--- src/rtl/b64e_pkg.sv ---
`timescale 1ns / 1ps
package b64e_pkg;

	localparam int unsigned QueueDepth = 2;

	// one classified byte: up to two 6-bit codes waiting for the back part
	typedef struct packed {
		logic [5:0] six0;
		logic [5:0] six1;
		logic       pair;
		logic       eot;
	} q_entry_t;

	typedef struct packed {
		logic head_valid;
		logic full;
	} q_status_t;

	typedef struct packed {
		logic second_half;
	} back_status_t;

	localparam logic [1:0] PhaseFirst  = 2'd0;
	localparam logic [1:0] PhaseSecond = 2'd1;
	localparam logic [1:0] PhaseThird  = 2'd2;

	// standard alphabet: A-Z, a-z, 0-9, '+', '/'
	function automatic logic [6:0] b64e_char(input logic [5:0] six);
		logic [6:0] code;
		if (six < 6'd26) begin
			code = {1'b0, six} + 7'd65;
		end else if (six < 6'd52) begin
			code = {1'b0, six} + 7'd71;
		end else if (six < 6'd62) begin
			code = {1'b0, six} - 7'd4;
		end else if (six == 6'd62) begin
			code = 7'd43;
		end else begin
			code = 7'd47;
		end
		return code;
	endfunction

endpackage

--- src/rtl/b64e_if.sv ---
`timescale 1ns / 1ps
interface b64e_byte_if;
	logic       valid;
	logic       ready;
	logic [7:0] data_byte;
	logic       is_last;

	modport source (output valid, output data_byte, output is_last, input ready);
	modport sink (input valid, input data_byte, input is_last, output ready);
endinterface

interface b64e_char_if;
	logic       valid;
	logic       ready;
	logic [6:0] char_code;
	logic       end_of_text;

	modport source (output valid, output char_code, output end_of_text, input ready);
	modport sink (input valid, input char_code, input end_of_text, output ready);
endinterface

--- src/rtl/base64_unpadded_encoder_top.sv ---
`timescale 1ns / 1ps
// unpadded base64 encoder
// bytes: valid/ready request channel carrying data_byte and is_last; is_last
//   marks the final byte of a message and flushes any leftover bits as one
//   more character, zero filled at the bottom
// chars: valid/ready request channel carrying char_code (ASCII) and
//   end_of_text, set only on the last character of a message
// a byte makes one character, or two on the third byte of a group or on a
//   last byte; no '=' padding is ever produced
// order: a taken byte is written into the queue, then loaded from the queue head
//   into the output register, and a second character then from the same entry
// throughput: one character per cycle out of the output register while chars
//   is ready, so a byte every cycle for single-character bytes and a byte per
//   two characters otherwise; a two-entry queue between the byte front end and
//   the character back end keeps bytes flowing while characters drain
// reset: clears group phase, leftover bits, the queue and the output valid
// stall: while chars is not ready the output holds; the queue fills and then
//   bytes.ready drops until the back end frees an entry
module base64_unpadded_encoder_top
	import b64e_pkg::*;
(
	input  logic        clk,
	input  logic        arst_n,
	b64e_byte_if.sink   bytes,
	b64e_char_if.source chars
);

	q_entry_t     wr_entry;
	q_entry_t     head;
	q_status_t    q_stat;
	back_status_t b_stat;
	logic         push;
	logic         pop;

	b64e_front u_front (
		.clk    (clk),
		.arst_n (arst_n),
		.bytes  (bytes),
		.q_stat (q_stat),
		.push   (push),
		.entry  (wr_entry)
	);

	b64e_queue u_queue (
		.clk      (clk),
		.arst_n   (arst_n),
		.push     (push),
		.wr_entry (wr_entry),
		.pop      (pop),
		.head     (head),
		.q_stat   (q_stat)
	);

	b64e_back u_back (
		.clk    (clk),
		.arst_n (arst_n),
		.head   (head),
		.q_stat (q_stat),
		.pop    (pop),
		.b_stat (b_stat),
		.chars  (chars)
	);

	// a pushed entry must be visible at the queue head side next cycle
	a_push_not_lost: assert property (@(posedge clk) disable iff (!arst_n)
		(push && !pop) |=> q_stat.head_valid)
		else $error("queue empty after push");

	// the second character of a pair comes from an entry still in the queue
	a_pair_held: assert property (@(posedge clk) disable iff (!arst_n)
		b_stat.second_half |-> q_stat.head_valid)
		else $error("second character pending with empty queue");

	// pop only from a non-empty queue
	a_no_underflow: assert property (@(posedge clk) disable iff (!arst_n)
		pop |-> q_stat.head_valid)
		else $error("pop from empty queue");

endmodule

--- src/rtl/b64e_front.sv ---
`timescale 1ns / 1ps
module b64e_front
	import b64e_pkg::*;
(
	input  logic          clk,
	input  logic          arst_n,
	b64e_byte_if.sink     bytes,
	input  q_status_t     q_stat,
	output logic          push,
	output q_entry_t      entry
);

	logic [1:0] phase_q;
	logic [3:0] leftover_q;
	logic [1:0] phase_next;
	logic [3:0] leftover_next;
	logic [7:0] b;

	assign b           = bytes.data_byte;
	assign bytes.ready = !q_stat.full;
	assign push        = bytes.valid && !q_stat.full;

	always_comb begin
		entry.eot = bytes.is_last;
		case (phase_q)
			PhaseSecond: begin
				entry.six0    = {leftover_q[1:0], b[7:4]};
				entry.six1    = {b[3:0], 2'b00};
				entry.pair    = bytes.is_last;
				phase_next    = PhaseThird;
				leftover_next = b[3:0];
			end
			PhaseThird: begin
				entry.six0    = {leftover_q, b[7:6]};
				entry.six1    = b[5:0];
				entry.pair    = 1'b1;
				phase_next    = PhaseFirst;
				leftover_next = 4'd0;
			end
			default: begin
				entry.six0    = b[7:2];
				entry.six1    = {b[1:0], 4'b0000};
				entry.pair    = bytes.is_last;
				phase_next    = PhaseSecond;
				leftover_next = {2'b00, b[1:0]};
			end
		endcase
		// end of message starts the next one fresh
		if (bytes.is_last) begin
			phase_next    = PhaseFirst;
			leftover_next = 4'd0;
		end
	end

	always_ff @(posedge clk or negedge arst_n) begin
		if (!arst_n) begin
			phase_q    <= PhaseFirst;
			leftover_q <= 4'd0;
		end else if (push) begin
			phase_q    <= phase_next;
			leftover_q <= leftover_next;
		end
	end

endmodule

--- src/rtl/b64e_queue.sv ---
`timescale 1ns / 1ps
module b64e_queue
	import b64e_pkg::*;
(
	input  logic      clk,
	input  logic      arst_n,
	input  logic      push,
	input  q_entry_t  wr_entry,
	input  logic      pop,
	output q_entry_t  head,
	output q_status_t q_stat
);

	localparam int unsigned PtrW = $clog2(QueueDepth);
	localparam int unsigned CntW = $clog2(QueueDepth + 1);

	q_entry_t          mem_q [QueueDepth];
	logic [PtrW-1:0]   wr_ptr_q;
	logic [PtrW-1:0]   rd_ptr_q;
	logic [CntW-1:0]   count_q;

	assign head              = mem_q[rd_ptr_q];
	assign q_stat.head_valid = (count_q != '0);
	assign q_stat.full       = (count_q == CntW'(QueueDepth));

	always_ff @(posedge clk) begin
		if (push) begin
			mem_q[wr_ptr_q] <= wr_entry;
		end
	end

	always_ff @(posedge clk or negedge arst_n) begin
		if (!arst_n) begin
			wr_ptr_q <= '0;
			rd_ptr_q <= '0;
			count_q  <= '0;
		end else begin
			if (push) begin
				wr_ptr_q <= (wr_ptr_q == PtrW'(QueueDepth - 1)) ? '0 : wr_ptr_q + 1'b1;
			end
			if (pop) begin
				rd_ptr_q <= (rd_ptr_q == PtrW'(QueueDepth - 1)) ? '0 : rd_ptr_q + 1'b1;
			end
			if (push && !pop) begin
				count_q <= count_q + 1'b1;
			end else if (pop && !push) begin
				count_q <= count_q - 1'b1;
			end
		end
	end

endmodule

--- src/rtl/b64e_back.sv ---
`timescale 1ns / 1ps
module b64e_back
	import b64e_pkg::*;
(
	input  logic          clk,
	input  logic          arst_n,
	input  q_entry_t      head,
	input  q_status_t     q_stat,
	output logic          pop,
	output back_status_t  b_stat,
	b64e_char_if.source   chars
);

	logic       sel_q;
	logic       valid_q;
	logic [6:0] char_q;
	logic       eot_q;
	logic       load;
	logic       final_char;
	logic [5:0] six;

	assign load       = q_stat.head_valid && (!valid_q || chars.ready);
	assign final_char = !head.pair || sel_q;
	assign six        = sel_q ? head.six1 : head.six0;
	assign pop        = load && final_char;

	assign chars.valid       = valid_q;
	assign chars.char_code   = char_q;
	assign chars.end_of_text = eot_q;
	assign b_stat.second_half = sel_q;

	always_ff @(posedge clk or negedge arst_n) begin
		if (!arst_n) begin
			valid_q <= 1'b0;
			sel_q   <= 1'b0;
		end else begin
			if (load) begin
				valid_q <= 1'b1;
				sel_q   <= !final_char;
			end else if (chars.ready) begin
				valid_q <= 1'b0;
			end
		end
	end

	always_ff @(posedge clk) begin
		if (load) begin
			char_q <= b64e_char(six);
			eot_q  <= final_char && head.eot;
		end
	end

endmodule

--- src/flat_wrapper.sv ---
// flat-port wrapper written by rule: the top's interface ports become plain ports
module base64_unpadded_encoder_top_flat import b64e_pkg::*;
  (clk, arst_n, bytes_valid, bytes_data_byte, bytes_is_last, bytes_ready, chars_valid, chars_char_code, chars_end_of_text, chars_ready);
  b64e_byte_if bytes_i ();
  b64e_char_if chars_i ();
  input  logic clk;
  input  logic arst_n;
  input wire logic [$bits(bytes_i.valid)-1:0] bytes_valid;
  input wire logic [$bits(bytes_i.data_byte)-1:0] bytes_data_byte;
  input wire logic [$bits(bytes_i.is_last)-1:0] bytes_is_last;
  output wire logic [$bits(bytes_i.ready)-1:0] bytes_ready;
  output wire logic [$bits(chars_i.valid)-1:0] chars_valid;
  output wire logic [$bits(chars_i.char_code)-1:0] chars_char_code;
  output wire logic [$bits(chars_i.end_of_text)-1:0] chars_end_of_text;
  input wire logic [$bits(chars_i.ready)-1:0] chars_ready;
  assign bytes_i.valid = bytes_valid;
  assign bytes_i.data_byte = bytes_data_byte;
  assign bytes_i.is_last = bytes_is_last;
  assign bytes_ready = bytes_i.ready;
  assign chars_valid = chars_i.valid;
  assign chars_char_code = chars_i.char_code;
  assign chars_end_of_text = chars_i.end_of_text;
  assign chars_i.ready = chars_ready;
  base64_unpadded_encoder_top u_core (.clk(clk), .arst_n(arst_n), .bytes(bytes_i), .chars(chars_i));
endmodule
--- config.mk ---
export PLATFORM = sky130hd
export DESIGN_NAME = base64_unpadded_encoder_top_flat
export DESIGN_NICKNAME = d
export VERILOG_FILES = /design/src/rtl/b64e_pkg.sv /design/src/rtl/b64e_if.sv /design/src/rtl/base64_unpadded_encoder_top.sv /design/src/rtl/b64e_front.sv /design/src/rtl/b64e_queue.sv /design/src/rtl/b64e_back.sv /design/src/flat_wrapper.sv
export SDC_FILE = /design/constraint.sdc
export NUM_CORES = 1
export LEC_CHECK = 0
export ABC_CLOCK_PERIOD_IN_PS = 4700
export BUFFER_PORTS_ARGS = -buffer_cell sky130_fd_sc_hd__buf_2
export CORE_UTILIZATION = 40
export CTS_CLUSTER_SIZE = 12
export DETAILED_ROUTE_END_ITERATION = 6
export PLACE_DENSITY_LB_ADDON = 0.3
export REMOVE_ABC_BUFFERS = 1
export SYNTH_ARGS = -nofsm -noshare
export SYNTH_HDL_FRONTEND = slang
export SYNTH_SLANG_ARGS = --single-unit
--- constraint.sdc ---
create_clock -name clk -period 4.7 [get_ports clk]
set_input_delay 0.94 -clock clk [delete_from_list [all_inputs] [get_ports clk]]
set_output_delay 0.94 -clock clk [all_outputs]
set_load 0.02 [all_outputs]
== Yosys cells after proc, flatten, opt, wreduce, memory -nomap -nowiden ==
Memories as Yosys holds them, arrays and structs flattened.
Cells that the tools add are included.
Widths: inputs -> output; s select.

* $add $sub $neg: 7
* $lt $le $gt $ge: 3
* Equal/unequal tests: 4
* Multiplexer cells: 18
* Reductions and logical operators: 17

{| class="wikitable"
|+ Operators by type and width
! cell !! count
|-
| $pmux 13 s2 || 1
|-
| $mux 7 || 3
|-
| $add 6x7->7 const B || 2
|-
| $lt 6x6->1 const B || 2
|-
| $pmux 4 s2 || 1
|-
| $sub 6x3->7 const B || 1
|-
| $eq 6x6->1 const B || 1
|-
| $logic_and 1x1->1 || 6
|-
| $logic_not 1->1 || 6
|-
| $lt 6x5->1 const B || 1
|-
| $mux 1 || 6
|-
| $mux 2 || 3
|-
| $mux 6 || 1
|-
| $reduce_bool 2->1 || 3
|-
| $eq 2x2->1 const B || 2
|-
| $mux 4 || 1
|-
| $pmux 2 s2 || 1
|-
| $mux 3 || 1
|-
| $add 1x1->1 const B || 2
|-
| $add 2x1->2 const B || 1
|-
| $eq 2x1->1 const B || 1
|-
| $logic_or 1x1->1 || 2
|-
| $sub 2x1->2 const B || 1
|}

* Bits in registers: 20
* Bits in writable memories: 28
* Input port bits: 13
* Word-level logic and storage cells: 59
* Memories: 1

{| class="wikitable"
|+ Memory list
! memory !! depth !! bits a word !! read ports !! clocked after Yosys merged registers in !! write ports !! RTL line !! text
|-
| u_core.u_queue.mem_q || 2 || 14 || 1 || 0 || 1 || b64e_queue.sv:17 || <nowiki>q_entry_t mem_q [QueueDepth];</nowiki>
|}

== Logic depth before layout (Yosys ltp) ==
Gate-level depths: netlist of run 1.

* Depth after elaboration: 7
* Gate-level depth with buffers: 9
* Depth with buffers taken out: 8

== By module ==
Synthesis of run 1 repeated with hierarchy kept, for this count alone.

* Cells, all modules: 216
* Area total of the unflattened synthesis: 2,616.3 um^2

{| class="wikitable"
|+ Modules (own cells, without submodules)
! module !! instances !! cells each !! area each (um^2) !! seq. area each (um^2)
|-
| b64e_queue || 1 || 60 || 1,252.5 || 940.9
|-
| b64e_back || 1 || 92 || 839.6 || 290.3
|-
| b64e_front || 1 || 64 || 524.3 || 150.1
|}

== Worst setup path before layout of run 1 ==
Ideal clock, no wire load.

* Path type: reg2reg
* Start: register u_core.u_queue.rd_ptr_q
* End: register u_core.u_back.char_q[4], in the netlist u_core.u_back.chars.char_code[4] (data pin)
* Library setup time: 261 ps
* Data arrival time: 2,382 ps
* Required time: 4,439 ps
* Setup slack: 2,057 ps
* Cell stages (with the launch flop): 10
* Buffers on the path: 1
* Period minus slack after synthesis: 2,643 ps
* Path through: dfrtp_1 -> buf_6 -> mux4_2 -> inv_1 -> ha_1 -> nand2b_2 -> o221ai_1 -> a21o_1 -> o21ai_0 -> a311o_1

* Longest elaborated chain between the ends: 6
* Elaborated cells between the ends (all ways): 11

{| class="wikitable"
|+ Ends and longest elaborated chain
! element !! RTL line !! text
|-
| from (decl) || b64e_queue.sv:19 || <nowiki>logic [PtrW-1:0] rd_ptr_q;</nowiki>
|-
| from (signal assigned) || b64e_queue.sv:42 || <nowiki>rd_ptr_q <= (rd_ptr_q == PtrW'(QueueDepth - 1)) ? '0 : rd_ptr_q + 1'b1;</nowiki>
|-
| $mem_v2 2x14 * || - ||
|-
| $mux 6 * || b64e_back.sv:24 || <nowiki>assign six = sel_q ? head.six1 : head.six0;</nowiki>
|-
| $sub 6x3->7 or $lt 6x6->1 (tied branches) || b64e_pkg.sv:35, b64e_pkg.sv:34 ||
|-
| $mux 7 || b64e_pkg.sv:34 || <nowiki>end else if (six < 6'd62) begin</nowiki>
|-
| $mux 7 || b64e_pkg.sv:32 || <nowiki>end else if (six < 6'd52) begin</nowiki>
|-
| $mux 7 * || b64e_pkg.sv:30 || <nowiki>if (six < 6'd26) begin</nowiki>
|-
| to (signal assigned) || b64e_back.sv:48 || <nowiki>char_q <= b64e_char(six);</nowiki>
|-
| to (decl) || b64e_back.sv:16 || <nowiki>logic [6:0] char_q;</nowiki>
|}

Mark *: on every way between the ends. The rest lies on a longest branch, timed or not.
A chain may end at the register's enable or synchronous reset.

== Worst setup path in the final report of run 1 ==
Ends and elaborated chain as after synthesis.

==> qor.log, run 1 <==
INFO  setup_path     critPathMaxFanout=12
INFO  timing         worst-slew-pin-transition=969ps
INFO  grt            grt_pass1_vias=1528
INFO  setup_path     r2r-start=u_core.u_queue.rd_ptr_q
INFO  power_and_ir_drop cellLeakagePower=1.06nW
INFO  worst_hold_path worstHoldPathType=in -> async
INFO  yosys          dominantRegCellSynth=edfxtp_1
INFO  grt            grt_start_max_net_pins=22
INFO  grt            globalRoute.totalOverflow=0
INFO  grt            grt_antenna_before_repair=0
INFO  clocking       cts_resized=0
INFO  cells_and_area syn_to_final_growth=12.8%
INFO  yosys          share_of_synthesized_registers_carrying_an_async_set_or_reset=25.0%
INFO  timing         final.min_clock_period=3090ps
INFO  setup_path     worst_setup_path_start=u_core.u_queue.rd_ptr_q
INFO  floorplan      core.rowCount=27
INFO  clocking       cts_setup_buffers=0
INFO  floorplan      boundaryPins=23
INFO  clocking       postCtsHoldBufs=0
INFO  yosys          postSynthCellCount=188
INFO  timing         fin_worst_hold_slack=499ps
INFO  yosys          distinct_cell_type_count_of_the_synthesized_netlist=45
INFO  timing         finalCritPeriodShare=65.7%
INFO  yosys          ys_warns=0
INFO  grt            grt.total_usage=14.6%
INFO  cells_and_area num_antenna_cells=0
INFO  flow_run       cap_viol_max_count=0
INFO  yosys          synth_edf_count=36
INFO  setup_path     path_type_of_the_worst_setup_path=reg -> reg
INFO  yosys          ys_ff_latch=48
INFO  placement      dp_hpwl=2970um
INFO  timing         maximum_clock_skew_at_final_layout=6.93ps
INFO  timing         rsz0062_at_grt=no
INFO  timing         max_clock_freq=324MHz
INFO  setup_path     critical_path.reg2reg.endpoint=u_core.u_back.chars.char_code[4]
INFO  timing         max-slew-margin-rel=35.4%
INFO  routing        remaining_drc_errors=0
INFO  placement      placement.io_buffers=22
INFO  setup_path     r2r_slack=1610ps
INFO  power_and_ir_drop power=2.09mW
INFO  routing        drt_iter0_drcs=89
INFO  setup_path     critPathArrivalTime=3140ps
INFO  placement      place_congestion=0.871
INFO  power_and_ir_drop maximum_vdd_drop=326uV
INFO  yosys          netlist_area=2390um^2
INFO  setup_path     worst_case_reg_to_reg_path_depth=8
INFO  timing         final_report_hold_violation_count=0
INFO  clocking       cts_tree=yes
INFO  yosys          avgSynthCellArea=12.7um^2
INFO  routing        routed_wirelength=4010um
INFO  timing         setup_viol_count_final=0
INFO  clocking       cts.clk_slew.worst_paths=90ps
INFO  clocking       clock_sinks=48
INFO  timing         final.setup.tns=0ps
INFO  clocking       cts_buffers=5
INFO  setup_path     worst-endpoint-required=4750ps
INFO  floorplan      die_height=79.3um
INFO  yosys          synth-seq-area-share=57.8%
INFO  routing        remaining_antenna_violation_count=0
INFO  setup_path     timing.critical_path.to_type=register
INFO  floorplan      die_area=6290um^2
INFO  grt            wire_length_of_the_first_global_routing_pass=6970um
INFO  floorplan      coreArea=5640um^2
INFO  routing        firstDrtPassIters=4
INFO  setup_path     crit_start_category=register
INFO  yosys          synth_top_area_share=45.2%
INFO  outcome        status=finished clean
INFO  power_and_ir_drop pwr_density_cell=775nW/um^2
INFO  cells_and_area nNetsFinal=232
INFO  routing        route.detailed.wl_per_inst=14.2um
INFO  yosys          area_leader_netlist=edfxtp_1
INFO  yosys          synth_top_cells_by_area=edfxtp_1 (45%), dfrtp_1 (13%), mux4_1 (5.5%)
INFO  clocking       clkLatencyLatePin=300ps
INFO  clocking       root_buffer_cell=clkbuf_8
INFO  cells_and_area final_core_util=47.8%
INFO  floorplan      die_w=79.3um
INFO  yosys          synth.top_cells.by_count=edfxtp_1 (36), o21ai_0 (20), nand2_1 (14), inv_1 (13), dfrtp_1 (12)
INFO  routing        vias=1541
INFO  routing        detailed_route_vias_per_instance=5.45
INFO  timing         final-max-slew-violation-count=0
INFO  floorplan      initial_core_util=42.4%
INFO  clocking       clockBufferDepth=2
INFO  cells_and_area drive_above_1_share=17.1%
INFO  yosys          post-synth-top-count-cell=edfxtp_1
INFO  clocking       cts.htree.levels=2
logic make-up after synthesis:
group           synth area share, %
simple gates                   8.69
buf+inv                        3.72
fa+ha+maj                      4.71
xor+xnor                       1.83
compound gates                 15.1
mux                            8.12
flops                          57.8
layout by cell type (no fill, tap or decap), drive strengths merged, types with 2 or more instances in the layout:
| cell | instances |
|---|---|
| edfxtp | 36 |
| buf | 23 |
| o21ai | 20 |
| nand2 | 14 |
| inv | 14 |
| dfrtp | 12 |
| a22oi | 10 |
| ha | 9 |
| nor2 | 8 |
| mux4 | 6 |
| a21oi | 5 |
| clkbuf | 5 |
| mux2i | 4 |
| a22o | 4 |
| xnor2 | 3 |
| and2 | 2 |
| a21o | 2 |
| nand3 | 2 |
| a31oi | 2 |
| nor3 | 2 |
| o22ai | 2 |
| nand3b | 2 |
| xor2 | 2 |
| bufinv | 2 |
| nand2b | 2 |
| or3 | 2 |
| and3 | 2 |
metal layers:
layer	vias to the layer above	track usage [%]	wire length, um
li1	759	-	-
met2	46	23.7	1880
met1	729	18.6	1910
met3	7	3.56	169
met5	-	0	0
met4	0	6.00	62
layout make-up:
class	count	area (um^2)
tap	72	90.1
fill	506	2950
clock buffer	5	68.8
multi-input combinational	119	920
sequential	48	1380
clock inverter	3	68.8
timing repair buffer	23	118
inverter	13	48.8
critical path, cell delays in order (launching register included):
cell and delay, ps:
dfrtp_1 670, mux4_2 620, inv_1 170, ha_1 220, nand2_1 70, o221ai_1 370, a21o_1 270, o21ai_0 110
a311o_1 350
stage by stage:
stage,std cells,cell area [um^2],setup slack (ps)
3_5_place_dp,275,2560,1650
4_1_cts,283,2700,1620
2_1_floorplan,180,2350,1950
5_1_grt,283,2700,1400
6_report,283,2700,1610
3_3_place_gp,275,2560,1690
flip-flops by register name, summed over array words and instances, names as in the netlist:
register                         flops
u_core.u_queue.mem_q                28
u_core.u_back.chars.char_code        7
u_core.u_front.leftover_q            4
u_core.u_front.phase_q               2
u_core.u_queue.count_q               2
u_core.u_back.b_stat                 1
u_core.u_back.chars.end_of_text      1
u_core.u_back.chars.valid            1
u_core.u_queue.rd_ptr_q              1
u_core.u_queue.wr_ptr_q              1
worst max path at each step:
stage,end,cells past startpoint
6_report,u_core.u_back.chars.char_code[4],8
5_1_grt,u_core.u_back.chars.char_code[4],8
4_1_cts,u_core.u_back.chars.char_code[4],8
3_5_place_dp,u_core.u_back.chars.char_code[4],8
3_3_place_gp,u_core.u_queue.count_q[1],8
2_1_floorplan,u_core.u_back.chars.char_code[4],8
where the power goes:
group	leakage, nW	switching, mW	internal, mW
logic	0.506	0.576	0.383
registers	0.489	0.0899	0.689
clock network	0.0687	0.137	0.214
No activity file was read; power rests on OpenSTA's default activity.
==> run 2, diff against run 1 <==
ABC_CLOCK_PERIOD_IN_PS = 3200   (was 4700)
clock period = 3.2 ns   (was 4.7 ns; I/O delays follow)
==> run 2 against run 1 <==
  * Power is 42% higher
  * Cell area is 1.1% lower
  * Worst setup slack worse by 1200 ps
  * Maximum frequency is 12% higher
  * Routed wire length is 8.6% higher
  * Clock skew is 1.1 ps lower
  * Global-route usage is 2.1 points higher
  * Core utilization is 0.51 points lower
  * Sequential cell count stayed put
==> qor.log, run 2 (synthesized netlist as in run 1, its figures left out) <==
INFO  outcome        status=finished clean
INFO  timing         finalCritPeriodShare=86.0% [+20 points]
INFO  clocking       clkLatencyLatePin=300ps [about the same]
INFO  clocking       root_buffer_cell=clkbuf_8
INFO  routing        detailed_route_vias_per_instance=5.41 [-0.60%]
INFO  power_and_ir_drop maximum_vdd_drop=477uV [+46%]
INFO  timing         max_clock_freq=363MHz [+12%]
INFO  clocking       cts.clk_slew.worst_paths=90ps [about the same]
INFO  power_and_ir_drop pwr_density_cell=1110nW/um^2 [+44%]
INFO  grt            globalRoute.totalOverflow=0 [unchanged]
INFO  grt            wire_length_of_the_first_global_routing_pass=7780um [+12%]
INFO  timing         rsz0062_at_grt=no
INFO  clocking       clock_sinks=48 [unchanged]
INFO  floorplan      initial_core_util=42.4% [unchanged]
INFO  routing        drt_iter0_drcs=74 [-17%]
INFO  clocking       cts_tree=yes
INFO  cells_and_area num_antenna_cells=0 [unchanged]
INFO  floorplan      core.rowCount=27 [unchanged]
INFO  timing         worst-slew-pin-transition=648ps [-321 ps]
INFO  timing         max-slew-margin-rel=56.8% [+21 points]
INFO  cells_and_area final_core_util=47.3% [-0.51 points]
INFO  setup_path     worst-endpoint-required=3250ps [-1500 ps]
INFO  floorplan      boundaryPins=23 [unchanged]
INFO  placement      placement.io_buffers=22 [unchanged]
INFO  routing        remaining_drc_errors=0 [unchanged]
INFO  timing         final.setup.tns=0ps [unchanged]
INFO  clocking       cts.htree.levels=2 [unchanged]
INFO  grt            grt.total_usage=16.7% [+2.1 points]
INFO  cells_and_area nNetsFinal=235 [+1.3%]
INFO  routing        routed_wirelength=4360um [+8.6%]
INFO  setup_path     path_type_of_the_worst_setup_path=reg -> reg
INFO  worst_hold_path worstHoldPathType=in -> async
INFO  clocking       cts_buffers=5 [unchanged]
INFO  setup_path     critPathSlowestCell=mux4_2
INFO  cells_and_area fillerInstances=511 [+0.99%]
INFO  cells_and_area syn_to_final_growth=11.6%
INFO  timing         final_report_hold_violation_count=0 [unchanged]
INFO  flow_run       cap_viol_max_count=0 [unchanged]
INFO  setup_path     critPathMaxFanout=6 [-6]
INFO  cells_and_area layout_commonest_cell=edfxtp_1
INFO  cells_and_area most-common-layout-cells=edfxtp_1 (36), buf_2 (22), o21ai_0 (20), nand2_1 (14), inv_1 (13)
INFO  floorplan      die_w=79.3um [unchanged]
INFO  power_and_ir_drop cellLeakagePower=1.06nW [-0.77%]
INFO  clocking       postCtsHoldBufs=0 [unchanged]
INFO  setup_path     chain_of_cells_forming_the_critical_path=mux4_2 > inv_1 > ha_1 > nand2_1 > o221ai_1 > a21o_1 > o21ai_0 > a311o_1
INFO  cells_and_area drive_above_1_share=17.8% [+0.70 points]
INFO  placement      place_congestion=0.783 [-10%]
INFO  timing         final.min_clock_period=2750ps [-334 ps]
INFO  routing        vias=1548 [+0.45%]
INFO  routing        firstDrtPassIters=4 [unchanged]
INFO  floorplan      die_area=6290um^2 [unchanged]
INFO  clocking       cts_resized=0 [unchanged]
INFO  setup_path     worst_path_largest_cell_delay=560ps [-110 ps]
INFO  clocking       clockBufferDepth=2 [unchanged]
INFO  timing         final-max-slew-violation-count=0 [unchanged]
INFO  routing        route.detailed.wl_per_inst=15.2um [+7.5%]
INFO  setup_path     crit_start_category=register
INFO  routing        remaining_antenna_violation_count=0 [unchanged]
INFO  setup_path     critPathArrivalTime=2810ps [-330 ps]
INFO  timing         maximum_clock_skew_at_final_layout=5.83ps [-1.11 ps]
INFO  setup_path     timing.critical_path.to_type=register
INFO  power_and_ir_drop power=2.97mW [+42%]
INFO  placement      dp_hpwl=3150um [+6.1%]
INFO  cells_and_area max_reg_flops=28 [unchanged]
INFO  timing         fin_worst_hold_slack=208ps [-290 ps]
INFO  grt            grt_pass1_vias=1559 [+2.0%]
INFO  floorplan      die_height=79.3um [unchanged]
INFO  grt            grt_antenna_before_repair=0 [unchanged]
INFO  timing         setup_viol_count_final=0 [unchanged]
INFO  cells_and_area top_register=u_core.u_queue.mem_q
INFO  grt            grt_start_max_net_pins=22 [unchanged]
INFO  floorplan      coreArea=5640um^2 [unchanged]
INFO  clocking       cts_setup_buffers=0 [unchanged]
[run 2: critical path: cells and delay by family (launching register included)]
family | cells | cell delay [ps]
AOI/OAI and AO/OA | 4 | 1090
DFF | 1 | 410
muxes | 1 | 560
and+or+nand+nor | 1 | 70
buffers and inverters | 1 | 160
adders and majority gates | 1 | 230
[run 2: worst paths after layout]
kind / from / end / slack, ps / depth (start not counted)
worst max-delay path: u_core.u_queue.rd_ptr_q / u_core.u_back.chars.char_code[4] / 450 / 8
worst min-delay path: arst_n / u_core.u_front.leftover_q[1] / 210 / 1
worst max register to register: u_core.u_queue.rd_ptr_q / u_core.u_back.chars.char_code[4] / 450 / 8
worst min register to register: u_core.u_queue.wr_ptr_q / u_core.u_queue.wr_ptr_q / 490 / 1
max in group asynchronous: arst_n / u_core.u_back.b_stat / 2760 / 1
min in group clk: u_core.u_queue.wr_ptr_q / u_core.u_queue.wr_ptr_q / 490 / 1
[run 2: cell type report]
type / instances / area [um^2] / area share (%)
multi-input combinational: 119 / 920 / 34.5
tap: 72 / 90.1 / 3.38
clock inverter: 3 / 17.5 / 0.657
inverter: 13 / 48.8 / 1.83
clock buffer: 5 / 68.8 / 2.58
sequential: 48 / 1380 / 51.8
timing repair buffer: 26 / 140 / 5.26
[run 2: power breakdown]
part / total (mW) / internal (mW) / switching, mW
registers: 1.10 / 1.01 / 0.0900
logic: 1.51 / 0.587 / 0.921
clock network: 0.362 / 0.153 / 0.209
[run 2: stage by stage]
| step | area, um^2 | std cells | setup WS (ps) |
|---|---|---|---|
| 3_3_place_gp | 2580 | 278 | 537 |
| 2_1_floorplan | 2350 | 180 | 453 |
| 5_1_grt | 2670 | 286 | 232 |
| 6_report | 2670 | 286 | 447 |
| 4_1_cts | 2670 | 286 | 460 |
| 3_5_place_dp | 2580 | 278 | 478 |
[run 2: layer usage]
| layer | share of wire, % | wire (um) | GRT usage [%] |
|---|---|---|---|
| met1 | 47 | 2030 | 21.7 |
| met2 | 49 | 2140 | 26.6 |
| met3 | 3.2 | 141 | 5.17 |
| met4 | 1.1 | 46 | 5.27 |
| met5 | 0 | 0 | 0 |
